==> src/rtl/core/bgd_pkg.sv <==
// Package for the button gesture detector: transaction structs, event codes,
// register indexes and shared constants. Depends on nothing.
package bgd_pkg;

    // Widths fixed by the item fields and registers
    localparam int CFG_WIDTH          = 32;
    localparam int CFG_INDEX_WIDTH    = 2;
    localparam int NOW_WIDTH          = 32;
    localparam int TIME_WIDTH_DEFAULT = 32;

    // Event queue between the gesture logic and the result channel
    localparam int FIFO_DEPTH     = 4;
    localparam int FIFO_PTR_WIDTH = $clog2(FIFO_DEPTH);
    localparam int FIFO_CNT_WIDTH = $clog2(FIFO_DEPTH + 1);

    // Register indexes on the configuration port
    localparam logic [CFG_INDEX_WIDTH-1:0] REG_DEBOUNCE     = 2'd0;
    localparam logic [CFG_INDEX_WIDTH-1:0] REG_LONG_PRESS   = 2'd1;
    localparam logic [CFG_INDEX_WIDTH-1:0] REG_DOUBLE_CLICK = 2'd2;

    // Register reset values
    localparam logic [CFG_WIDTH-1:0] DEBOUNCE_RESET     = 32'd50;
    localparam logic [CFG_WIDTH-1:0] LONG_PRESS_RESET   = 32'd1000;
    localparam logic [CFG_WIDTH-1:0] DOUBLE_CLICK_RESET = 32'd300;

    typedef enum logic [2:0] {
        EV_PRESSED       = 3'd0,
        EV_RELEASED      = 3'd1,
        EV_CLICKED       = 3'd2,
        EV_DOUBLE        = 3'd3,
        EV_LONG          = 3'd4,
        EV_LONG_RELEASED = 3'd5
    } ev_code_t;

    typedef struct packed {
        logic                 raw_pressed;
        logic [NOW_WIDTH-1:0] now_ms;
    } in_item_t;

    typedef struct packed {
        ev_code_t event_code;
        logic     last_event;
    } out_item_t;

    typedef struct packed {
        logic [CFG_WIDTH-1:0] debounce_ms;
        logic [CFG_WIDTH-1:0] long_press_ms;
        logic [CFG_WIDTH-1:0] double_click_window_ms;
    } cfg_t;

    // Events produced by one sample, in delivery order
    typedef struct packed {
        logic [1:0] count;
        out_item_t  first;
        out_item_t  second;
    } ev_pair_t;

endpackage

==> src/rtl/core/bgd_gesture_core.sv <==
// Gesture logic: debounce, press timing and click pairing state, with the
// single-pass next-state and event logic. Depends on bgd_pkg.
module bgd_gesture_core #(
    parameter int TIME_WIDTH = bgd_pkg::TIME_WIDTH_DEFAULT
) (
    input  logic              clk,
    input  logic              rst_n,
    input  logic              fire,
    input  bgd_pkg::in_item_t sample,
    input  bgd_pkg::cfg_t     cfg,
    output bgd_pkg::ev_pair_t events
);

    // Compare width covers both elapsed times and 32-bit registers
    localparam int CMP_WIDTH = (TIME_WIDTH > bgd_pkg::CFG_WIDTH) ? TIME_WIDTH
                                                                  : bgd_pkg::CFG_WIDTH;

    logic                  last_raw_reg, last_raw_next;
    logic                  stable_reg, stable_next;
    logic [TIME_WIDTH-1:0] change_time_reg, change_time_next;
    logic [TIME_WIDTH-1:0] press_start_reg, press_start_next;
    logic [TIME_WIDTH-1:0] pend_time_reg, pend_time_next;
    logic                  long_seen_reg, long_seen_next;
    logic                  awaiting_reg, awaiting_next;

    logic                  level;
    logic [TIME_WIDTH-1:0] now;
    logic [TIME_WIDTH-1:0] since_change;
    logic [TIME_WIDTH-1:0] since_press;
    logic [TIME_WIDTH-1:0] since_pend_old;
    logic [TIME_WIDTH-1:0] since_pend_new;
    logic                  stable_change;

    bgd_pkg::ev_code_t     code0, code1;
    logic [1:0]            count;

    assign level = sample.raw_pressed;
    assign now   = TIME_WIDTH'(sample.now_ms);

    // Next state and events for the sample in the input register
    always_comb
    begin
        last_raw_next    = last_raw_reg;
        stable_next      = stable_reg;
        change_time_next = change_time_reg;
        press_start_next = press_start_reg;
        pend_time_next   = pend_time_reg;
        long_seen_next   = long_seen_reg;
        awaiting_next    = awaiting_reg;
        code0            = bgd_pkg::EV_PRESSED;
        code1            = bgd_pkg::EV_PRESSED;
        count            = 2'd0;

        // Restart the debounce timer on a raw level change
        if (level != last_raw_reg)
        begin
            change_time_next = now;
            last_raw_next    = level;
        end
        since_change   = now - change_time_next;
        since_pend_old = now - pend_time_reg;

        stable_change = (CMP_WIDTH'(since_change) >= CMP_WIDTH'(cfg.debounce_ms))
                        && (level != stable_reg);

        if (stable_change)
        begin
            stable_next = level;
            if (level)
            begin
                press_start_next = now;
                long_seen_next   = 1'b0;
                code0            = bgd_pkg::EV_PRESSED;
                count            = 2'd1;
            end
            else
            begin
                code0 = bgd_pkg::EV_RELEASED;
                count = 2'd1;
                if (long_seen_reg)
                begin
                    code1          = bgd_pkg::EV_LONG_RELEASED;
                    count          = 2'd2;
                    long_seen_next = 1'b0;
                    awaiting_next  = 1'b0;
                end
                else if (awaiting_reg && (CMP_WIDTH'(since_pend_old)
                                          <= CMP_WIDTH'(cfg.double_click_window_ms)))
                begin
                    code1         = bgd_pkg::EV_DOUBLE;
                    count         = 2'd2;
                    awaiting_next = 1'b0;
                end
                else
                begin
                    awaiting_next  = 1'b1;
                    pend_time_next = now;
                end
            end
        end

        // Long press once the stable press has lasted long enough
        since_press = now - press_start_next;
        if (stable_next && !long_seen_next
            && (CMP_WIDTH'(since_press) >= CMP_WIDTH'(cfg.long_press_ms)))
        begin
            long_seen_next = 1'b1;
            if (count == 2'd0)
            begin
                code0 = bgd_pkg::EV_LONG;
                count = 2'd1;
            end
            else if (count == 2'd1)
            begin
                code1 = bgd_pkg::EV_LONG;
                count = 2'd2;
            end
        end

        // Single click once the window has passed while released
        since_pend_new = now - pend_time_next;
        if (awaiting_next && !stable_next
            && (CMP_WIDTH'(since_pend_new) > CMP_WIDTH'(cfg.double_click_window_ms)))
        begin
            awaiting_next = 1'b0;
            if (count == 2'd0)
            begin
                code0 = bgd_pkg::EV_CLICKED;
                count = 2'd1;
            end
            else if (count == 2'd1)
            begin
                code1 = bgd_pkg::EV_CLICKED;
                count = 2'd2;
            end
        end

        events.count             = count;
        events.first.event_code  = code0;
        events.first.last_event  = (count == 2'd1);
        events.second.event_code = code1;
        events.second.last_event = 1'b1;
    end

    // Commit state when the sample is processed
    always_ff @(posedge clk or negedge rst_n)
    begin
        if (!rst_n)
        begin
            last_raw_reg    <= 1'b0;
            stable_reg      <= 1'b0;
            change_time_reg <= '0;
            press_start_reg <= '0;
            pend_time_reg   <= '0;
            long_seen_reg   <= 1'b0;
            awaiting_reg    <= 1'b0;
        end
        else if (fire)
        begin
            last_raw_reg    <= last_raw_next;
            stable_reg      <= stable_next;
            change_time_reg <= change_time_next;
            press_start_reg <= press_start_next;
            pend_time_reg   <= pend_time_next;
            long_seen_reg   <= long_seen_next;
            awaiting_reg    <= awaiting_next;
        end
    end

endmodule

==> src/rtl/core/bgd_event_fifo.sv <==
// Event queue: takes up to two events per push and delivers one result
// transaction at a time. Depends on bgd_pkg.
module bgd_event_fifo (
    input  logic               clk,
    input  logic               rst_n,
    input  logic               push,
    input  bgd_pkg::ev_pair_t  events,
    output logic               room,
    output logic               out_valid,
    input  logic               out_stall,
    output bgd_pkg::out_item_t out_data
);

    localparam int PW = bgd_pkg::FIFO_PTR_WIDTH;
    localparam int CW = bgd_pkg::FIFO_CNT_WIDTH;

    bgd_pkg::out_item_t mem_reg [bgd_pkg::FIFO_DEPTH];

    logic [PW-1:0] wr_ptr_reg, wr_ptr_next;
    logic [PW-1:0] rd_ptr_reg, rd_ptr_next;
    logic [CW-1:0] count_reg, count_next;
    logic [PW-1:0] wr_ptr_second;
    logic [CW-1:0] push_count;
    logic          pop;

    assign room          = (count_reg <= CW'(bgd_pkg::FIFO_DEPTH - 2));
    assign out_valid     = (count_reg != '0);
    assign out_data      = mem_reg[rd_ptr_reg];
    assign pop           = out_valid && !out_stall;
    assign wr_ptr_second = wr_ptr_reg + PW'(1);
    assign push_count    = push ? CW'(events.count) : '0;

    // Advance pointers and occupancy
    always_comb
    begin
        wr_ptr_next = wr_ptr_reg + PW'(push_count);
        rd_ptr_next = pop ? rd_ptr_reg + PW'(1) : rd_ptr_reg;
        count_next  = count_reg + push_count - (pop ? CW'(1) : CW'(0));
    end

    always_ff @(posedge clk or negedge rst_n)
    begin
        if (!rst_n)
        begin
            wr_ptr_reg <= '0;
            rd_ptr_reg <= '0;
            count_reg  <= '0;
        end
        else
        begin
            wr_ptr_reg <= wr_ptr_next;
            rd_ptr_reg <= rd_ptr_next;
            count_reg  <= count_next;
        end
    end

    // Store the events of one sample in order
    always_ff @(posedge clk)
    begin
        if (push && (events.count != 2'd0))
        begin
            mem_reg[wr_ptr_reg] <= events.first;
        end
        if (push && (events.count == 2'd2))
        begin
            mem_reg[wr_ptr_second] <= events.second;
        end
    end

endmodule

==> src/rtl/core/button_gesture_detector.sv <==
// Button gesture detector top level: input register, configuration
// registers, gesture core and event queue. Depends on bgd_pkg,
// bgd_gesture_core and bgd_event_fifo.
//
// Each input transaction is one poll sample (raw level and millisecond
// timestamp). A sample is taken into the input register, processed in one
// pass once the queue has room, and its zero, one or two events are
// written to a four-entry event queue; each event leaves as its own result
// transaction, the final one of a sample marked by last_event. A new sample
// is accepted every cycle while the queue has room for two more events, so
// the input side runs at one sample per cycle and the result side, while
// out_stall is low, at one event per cycle. The first event of a sample is
// offered once the sample has passed the input register and been written
// into the queue. Registers are written through cfg_wr_en, cfg_index and
// cfg_data; an index beyond the third register is ignored.
module button_gesture_detector #(
    parameter int TIME_WIDTH = bgd_pkg::TIME_WIDTH_DEFAULT
) (
    input  logic                                clk,
    input  logic                                rst_n,
    input  logic                                in_valid,
    output logic                                in_stall,
    input  bgd_pkg::in_item_t                   in_data,
    output logic                                out_valid,
    input  logic                                out_stall,
    output bgd_pkg::out_item_t                  out_data,
    input  logic                                cfg_wr_en,
    input  logic [bgd_pkg::CFG_INDEX_WIDTH-1:0] cfg_index,
    input  logic [bgd_pkg::CFG_WIDTH-1:0]       cfg_data
);

    bgd_pkg::cfg_t     cfg_reg;
    bgd_pkg::in_item_t sample_reg;
    logic              sample_vld_reg;
    logic              room;
    logic              fire;
    logic              accept;
    bgd_pkg::ev_pair_t events;

    assign fire     = sample_vld_reg && room;
    assign in_stall = sample_vld_reg && !room;
    assign accept   = in_valid && !in_stall;

    // Configuration registers
    always_ff @(posedge clk or negedge rst_n)
    begin
        if (!rst_n)
        begin
            cfg_reg.debounce_ms            <= bgd_pkg::DEBOUNCE_RESET;
            cfg_reg.long_press_ms          <= bgd_pkg::LONG_PRESS_RESET;
            cfg_reg.double_click_window_ms <= bgd_pkg::DOUBLE_CLICK_RESET;
        end
        else if (cfg_wr_en)
        begin
            case (cfg_index)
                bgd_pkg::REG_DEBOUNCE:     cfg_reg.debounce_ms            <= cfg_data;
                bgd_pkg::REG_LONG_PRESS:   cfg_reg.long_press_ms          <= cfg_data;
                bgd_pkg::REG_DOUBLE_CLICK: cfg_reg.double_click_window_ms <= cfg_data;
                default: ;
            endcase
        end
    end

    // Hold the accepted sample until the core processes it
    always_ff @(posedge clk or negedge rst_n)
    begin
        if (!rst_n)
        begin
            sample_vld_reg <= 1'b0;
        end
        else if (accept)
        begin
            sample_vld_reg <= 1'b1;
        end
        else if (fire)
        begin
            sample_vld_reg <= 1'b0;
        end
    end

    always_ff @(posedge clk)
    begin
        if (accept)
        begin
            sample_reg <= in_data;
        end
    end

    bgd_gesture_core #(
        .TIME_WIDTH(TIME_WIDTH)
    ) u_core (
        .clk    (clk),
        .rst_n  (rst_n),
        .fire   (fire),
        .sample (sample_reg),
        .cfg    (cfg_reg),
        .events (events)
    );

    bgd_event_fifo u_fifo (
        .clk       (clk),
        .rst_n     (rst_n),
        .push      (fire),
        .events    (events),
        .room      (room),
        .out_valid (out_valid),
        .out_stall (out_stall),
        .out_data  (out_data)
    );

endmodule
==> config.mk <==
export PLATFORM = sky130hd
export DESIGN_NAME = button_gesture_detector
export DESIGN_NICKNAME = d
export VERILOG_FILES = /design/src/rtl/core/bgd_pkg.sv /design/src/rtl/core/bgd_gesture_core.sv /design/src/rtl/core/bgd_event_fifo.sv /design/src/rtl/core/button_gesture_detector.sv
export SDC_FILE = /design/constraint.sdc
export NUM_CORES = 1
export LEC_CHECK = 0
export ABC_CLOCK_PERIOD_IN_PS = 27300
export BUFFER_PORTS_ARGS = -buffer_cell sky130_fd_sc_hd__buf_4
export CORE_UTILIZATION = 65
export CTS_CLUSTER_SIZE = 40
export DETAILED_ROUTE_END_ITERATION = 7
export PLACE_DENSITY_LB_ADDON = 0.25
export SLEW_MARGIN = 20
export SYNTH_ARGS = -nofsm -noshare
export SYNTH_HDL_FRONTEND = slang
export SYNTH_SLANG_ARGS = --single-unit
==> constraint.sdc <==
create_clock -name clk -period 27.3 [get_ports clk]
set_input_delay 4.095 -clock clk [delete_from_list [all_inputs] [get_ports clk]]
set_output_delay 4.095 -clock clk [all_outputs]
set_load 0.05 [all_outputs]
==> run metrics, run 1 <==
run status complete, no violations; Seq/Total Area, Yosys approximately a third; number of clock sinks between 200 and 300; final number of max-transition violations 0; Die X roughly 180 um; RSZ-0062 raised after global routing false; wire length of the first global-routing pass ~86000 um; class of the tightest hold or removal check reg -> reg; per-instance average area after synthesis around 9.2 um2; final antenna diode count 0; element type at the critical path end flop; CTS HTree Levels 1; height of the die ~180 um; maximum buffer depth of the clock tree 3; buffer count from post-CTS setup fixing 0; standard-cell rows between 60 and 70; # nets final between 2000 and 3000; crit path max fanout 35; vias in the first global route roughly 17000; worst-case headroom to the max-slew limit about a third; cell type of the slowest stage on the worst timing path o41ai_1; synthesis warning total 0; number of resized instances in the post-cts repair step 0; share of the clock period used by the worst path after layout around half; ratio of cells with drive above 1 in the final layout about 14%; main combinational cell family by area after synthesis compound AO/OA/AOI/OAI gates; type of the worst setup path reg -> reg; worst-skew pair later-pin latency slightly below 0.6 ns; Area growth, synth to finish 10.4%; multi-input logic area 12800 um2; master cell of the clock root buffer clkbuf_16; Core ar. between 30000 and 40000 um2; arrival time of the worst setup path between 10 and 15 ns; synthesized cell area about 20000 um2; slew at the pin closest to its max-slew limit between 1 and 1.5 ns; antenna violations before repair 0; drt initial violations approximately 1200; initial standard-cell utilization of the core approximately two thirds; delay of the slowest critical-path stage 0.70 ns; async set-or-reset flop fraction in the synthesized netlist between 80% and 90%; vias approximately 17000; half-perimeter wire length after detailed placement around 41000 um; Total Routed Length 54400 um; crit start category flop; DRC violation count after routing 0; post-synthesis simple-gate area fraction approximately an eighth; I/O pin total ~80; final hold violation count 0; count of flip-flops with a built-in enable after synthesis between 40 and 50; share of synthesized area spent on multiplexers 10.0%; upper clock frequency limit around 75 MHz; aggregate global-route resource usage roughly 35%; clock input transition at the sequential cells of the worst setup and hold paths around 0.060 ns; via count normalized by instance count about 6.4; die outline area ~32000 um2; final setup violating endpoints 0; FF+latch count, synth roughly 250; mean routed wirelength per cell slightly above 20 um; area used by sequential logic in the layout about 6600 um2; summed negative setup slack over all endpoints 0 ns; area fraction in compound gates after synthesis 19.3%; overflow left after global routing 0; number of flip-flops in the largest register 96; setup skew after layout 0.0229 ns; TritonCTS clock tree yes; clock buffer count from CTS 30; synthesized instance count 2190; Layout fillers 2225; largest net degree at the start of global routing 80; nets in the synthesized netlist 2521; number of maximum-capacitance violations 0; Worst EP required 27.79 ns; count of buffers inserted at the top-level ports 77; number of nets with antenna violations after routing 0; adder and majority cell fraction of the synthesized area 16.3%; xor-xnor portion of the synthesized cell area under 10%; first-pass iteration count of the detailed router 5; total of hold buffers inserted after clock tree synthesis 0; distinct cell type count after synthesis 82; dominant synthesized flop cell dfrtp_1; min Tclk post-route 13.41 ns; Routability Congestion approximately 1
[cells by family after synthesis]
kind of cell	Yosys count
fa+ha+maj	262
xor+xnor	113
buf+inv	237
compound gates	610
flops	253
simple gates	533
mux	182
[final timing paths]
path / from / endpoint / slack [ns] / depth (start not counted)
max: sample_reg[32]$_DFFE_PP_ / u_fifo.count_reg[2]$_DFF_PN0_ / 13.89 / 46
min: u_core.press_start_reg[1]$_DFFE_PN0P_ / u_core.press_start_reg[1]$_DFFE_PN0P_ / 0.50 / 2
max reg2reg: sample_reg[32]$_DFFE_PP_ / u_fifo.count_reg[2]$_DFF_PN0_ / 13.89 / 46
min reg2reg: u_core.press_start_reg[1]$_DFFE_PN0P_ / u_core.press_start_reg[1]$_DFFE_PN0P_ / 0.50 / 2
max in group asynchronous: rst_n / cfg_reg[27]$_DFFE_PN0P_ / 21.52 / 3
min in group asynchronous: rst_n / u_core.pend_time_reg[2]$_DFFE_PN0P_ / 3.48 / 1
[per-layer routing]
| layer | vias up | part of all wire [%] | track usage (%) |
|---|---|---|---|
| met1 | 8306 | 42 | 45.8 |
| met3 | 141 | 7.6 | 4.13 |
| met2 | 666 | 47 | 57.6 |
| met5 | - | 0 | 0 |
| met4 | 0 | 3.7 | 13.0 |
| li1 | 8128 | - | - |
[worst max-delay path, delay by kind of cell, from the launching register on]
| kind | cells | cell delay [ns] |
|---|---|---|
| DFF | 1 | 0.51 |
| muxes | 2 | 0.58 |
| adders and majority gates | 7 | 2.23 |
| buffers and inverters | 4 | 0.73 |
| AOI/OAI and AO/OA | 22 | 7.02 |
| xor gates and xnor gates | 4 | 0.63 |
| and+or+nand+nor | 7 | 1.61 |
[stage by stage]
step                std cells  area [um2]  utilization [%]  setup slack (ns)  hold slack, ns
global placement         2623       21300             69.6             14.47           0.466
global route             2679       22400             73.1             12.92           0.517
floorplan                2190       20300                -             15.97           0.437
detailed placement       2623       21300             69.6             14.12           0.480
CTS                      2679       22400             73.1             14.03           0.497
finish                   2679       22400             73.1             13.89           0.498
[layout by cell type, fill, tap and decap left out, types with 7 or more instances in the layout]
| cell | instances |
|---|---|
| nand3_1 | 29 |
| nand3b_1 | 7 |
| buf_4 | 95 |
| mux2i_1 | 52 |
| o21a_1 | 22 |
| nand2b_1 | 35 |
| nor2b_1 | 32 |
| o211ai_1 | 15 |
| o31ai_1 | 15 |
| edfxtp_1 | 45 |
| nor2_1 | 132 |
| xnor2_1 | 82 |
| nor4_1 | 9 |
| dfstp_2 | 13 |
| mux2_2 | 126 |
| a21o_1 | 80 |
| inv_1 | 178 |
| a31oi_1 | 11 |
| nor3_1 | 28 |
| o21ai_0 | 161 |
| nand2_1 | 154 |
| xor2_1 | 30 |
| dfrtp_1 | 191 |
| o21bai_1 | 14 |
| clkbuf_16 | 31 |
| or3_1 | 15 |
| ha_1 | 255 |
| and3_1 | 16 |
| a211oi_1 | 21 |
| and2_1 | 7 |
| nand4_1 | 40 |
| a21oi_1 | 174 |
[synthesized netlist by cell type (8+ instances only)]
| master | count | area share [%] |
|---|---|---|
| o21bai_1 | 14 | 0.52 |
| mux2i_1 | 52 | 2.6 |
| a21o_1 | 80 | 3.0 |
| or3_1 | 15 | 0.46 |
| and3_1 | 16 | 0.49 |
| o21ai_0 | 161 | 4.0 |
| dfstp_2 | 13 | 1.7 |
| o211ai_1 | 15 | 0.56 |
| nor3_1 | 28 | 0.69 |
| xnor2_1 | 83 | 3.6 |
| o31ai_1 | 15 | 0.56 |
| a31oi_1 | 11 | 0.34 |
| edfxtp_1 | 45 | 6.7 |
| nand2_1 | 154 | 2.9 |
| clkbuf_1 | 50 | 0.93 |
| nand4_1 | 40 | 1.2 |
| and2_1 | 8 | 0.25 |
| nor2_1 | 133 | 2.5 |
| nor2b_1 | 32 | 0.99 |
| nor4_1 | 9 | 0.28 |
| ha_1 | 255 | 16 |
| mux2_2 | 126 | 7.0 |
| dfrtp_1 | 191 | 24 |
| nand2b_1 | 35 | 1.1 |
| a211oi_1 | 21 | 0.78 |
| o21a_1 | 22 | 0.82 |
| nand3_1 | 29 | 0.72 |
| buf_1 | 8 | 0.15 |
| inv_1 | 178 | 3.3 |
| a21oi_1 | 174 | 4.3 |
| xor2_1 | 30 | 1.3 |
[layout make-up]
cell class	instances	area share [%]
Multi-Input combinational cell	1700	57.5
Clock buffer	42	3.88
Inverter	178	2.99
Sequential cell	253	29.3
Timing Repair Buffer	96	3.25
Tap cell	396	2.22
Clock inverter	14	0.890
Power of run 1 is left out: the tool's default activity adds up to more than one toggle a clock period on the data nets, which glitch-free logic cannot reach.
==> run 2: changes to the inputs <==
- ABC_CLOCK_PERIOD_IN_PS: 27300 -> 12250
- CORE_UTILIZATION: 65 -> 58
- clock period: 27.3 -> 12.25 ns (I/O delays scaled with it)
==> run metrics, run 2 (synthesized netlist as in run 1, its figures left out) <==
share of the clock period used by the worst path after layout 94.9% (+46 points); final antenna diode count 0 (unchanged); number of maximum-capacitance violations 0 (unchanged); number of clock sinks 253 (unchanged); initial standard-cell utilization of the core 58.8% (-7.4 points); most frequent standard cell in the layout excluding fill and tap cells ha_1; Area growth, synth to finish 13.0%; DRC violation count after routing 0 (unchanged); TritonCTS clock tree yes; slew at the pin closest to its max-slew limit 0.908 ns (-0.121 ns); type of the worst setup path reg -> reg; standard-cell rows 68 (+6.3%); first-pass iteration count of the detailed router 5 (unchanged); I/O pin total 78 (unchanged); count of buffers inserted at the top-level ports 77 (unchanged); worst-case headroom to the max-slew limit 39.5% (+8.1 points); delay of the slowest critical-path stage 0.64 ns (-0.06 ns); number of nets with antenna violations after routing 0 (unchanged); Die X 189 um (+5.8%); antenna violations before repair 0 (unchanged); upper clock frequency limit 86.0 MHz (+15%); CTS HTree Levels 1 (unchanged); Routability Congestion 0.988 (+0.91%); CP dominant cell by count ha_1; min Tclk post-route 11.62 ns (-1.79 ns); class of the tightest hold or removal check reg -> reg; setup slack of the critical path after layout 0.627 ns (-13.26 ns); setup skew after layout 0.0261 ns (+0.00319 ns); Total Routed Length 56200 um (+3.3%); final number of max-transition violations 0 (unchanged); Layout fillers 2817 (+27%); mean routed wirelength per cell 20.2 um (-0.37%); run status complete, no violations; largest net degree at the start of global routing 94 (+18%); clock input transition at the sequential cells of the worst setup and hold paths 0.07 ns (about the same); die outline area 35700 um2 (+12%); master cell of the clock root buffer clkbuf_16; ratio of cells with drive above 1 in the final layout 16.1% (+2.1 points); arrival time of the worst setup path 12.07 ns (-1.83 ns); total of hold buffers inserted after clock tree synthesis 0 (unchanged); crit start category flop; worst hold path startpoint u_fifo.mem_reg[3][0]$_SDFFE_PP1P_; Final Instance Area 22900 um2 (+2.4%); via count normalized by instance count 6.17 (-4.2%); vias in the first global route 16849 (-0.63%); drt initial violations 1024 (-18%); worst-skew pair later-pin latency 0.58 ns (about the same); worst setup path startpoint sample_reg[6]$_DFFE_PP_; final setup violating endpoints 0 (unchanged); crit path max fanout 45 (+29%); wire length of the first global-routing pass 89500 um (+4.0%); highest-count cells in the layout ignoring fill and taps ha_1 (255), dfrtp_1 (191), inv_1 (178); Core ar. 34500 um2 (+13%); multi-input logic area 13000 um2 (+1.3%); final hold violation count 0 (unchanged); maximum buffer depth of the clock tree 3 (unchanged); half-perimeter wire length after detailed placement 43400 um (+5.0%); area used by sequential logic in the layout 6550 um2 (unchanged); Critical R2R Launch sample_reg[6]$_DFFE_PP_; clock buffer count from CTS 30 (unchanged); placed cell areas 21600 um2 (+1.5%); # nets final 2629 (+1.5%); Worst EP required 12.70 ns (-15.09 ns); cell type of the slowest stage on the worst timing path edfxtp_1; overflow left after global routing 0 (unchanged); vias 17130 (-0.64%); aggregate global-route resource usage 31.6% (-2.9 points); element type at the critical path end flop; number of flip-flops in the largest register 96 (unchanged); worst slack after detailed placement -0.0923 ns (-14.21 ns); height of the die 189 um (+5.8%)
## run 2: layout make-up
type	instances	area share [%]
repair buffers	135	4.57
well taps	455	2.49
clock buffers	40	3.72
clock inverters	16	0.831
inverters	178	2.92
multi-input cells	1700	56.8
flip-flops and latches	253	28.6
## run 2: worst max-delay path: cells and delay by family (launching register included)
family | cells | cell delay, ns
buffers and inverters | 5 | 0.86
XOR/XNOR | 3 | 0.40
flip-flops | 1 | 0.64
AND/OR/NAND/NOR | 12 | 3.24
AO/OA/AOI/OAI | 15 | 4.12
adder cells (fa/ha/maj) | 6 | 2.20
## run 2: path summary, 6_finish.rpt
check                                                  endpoint  slack (ns)  cells after the start
max reg2reg                       u_fifo.count_reg[2]$_DFF_PN0_        0.63                     41
min                           u_fifo.mem_reg[3][0]$_SDFFE_PP1P_        0.48                      2
min reg2reg                   u_fifo.mem_reg[3][0]$_SDFFE_PP1P_        0.48                      2
max in group asynchronous               cfg_reg[37]$_DFFE_PN1P_        8.95                      3
min in group asynchronous  u_core.pend_time_reg[29]$_DFFE_PN0P_        1.29                      1
max                               u_fifo.count_reg[2]$_DFF_PN0_        0.63                     41
## run 2: what timing repair did
item | CTS | global route
setup endpoints to repair | 21 | 33
buffers inserted | 0 | 10
pin swaps | 0 | 10
resized for setup | 3 | 26
## run 2: stage by stage
stage | std cells | hold WS [ns] | utilization, % | setup TNS, ns
after global routing | 2777 | 0.512 | 66.4 | -0.00902
after CTS | 2767 | 0.473 | 65.8 | 0
final | 2777 | 0.477 | 66.4 | 0
after floorplan | 2190 | 0.437 | - | 0
after detailed placement | 2711 | 0.464 | 62.7 | -0.224
after global placement | 2711 | 0.467 | 62.7 | 0
## run 2: layer usage
| layer | track usage (%) | vias to the layer above | share of wire (%) |
|---|---|---|---|
| met4 | 10.5 | 0 | 3.1 |
| met3 | 3.73 | 103 | 5.6 |
| met2 | 51.5 | 464 | 46 |
| met5 | 0 | - | 0 |
| li1 | - | 8223 | - |
| met1 | 43.6 | 8340 | 45 |
Power of run 2 is left out for the same reason.
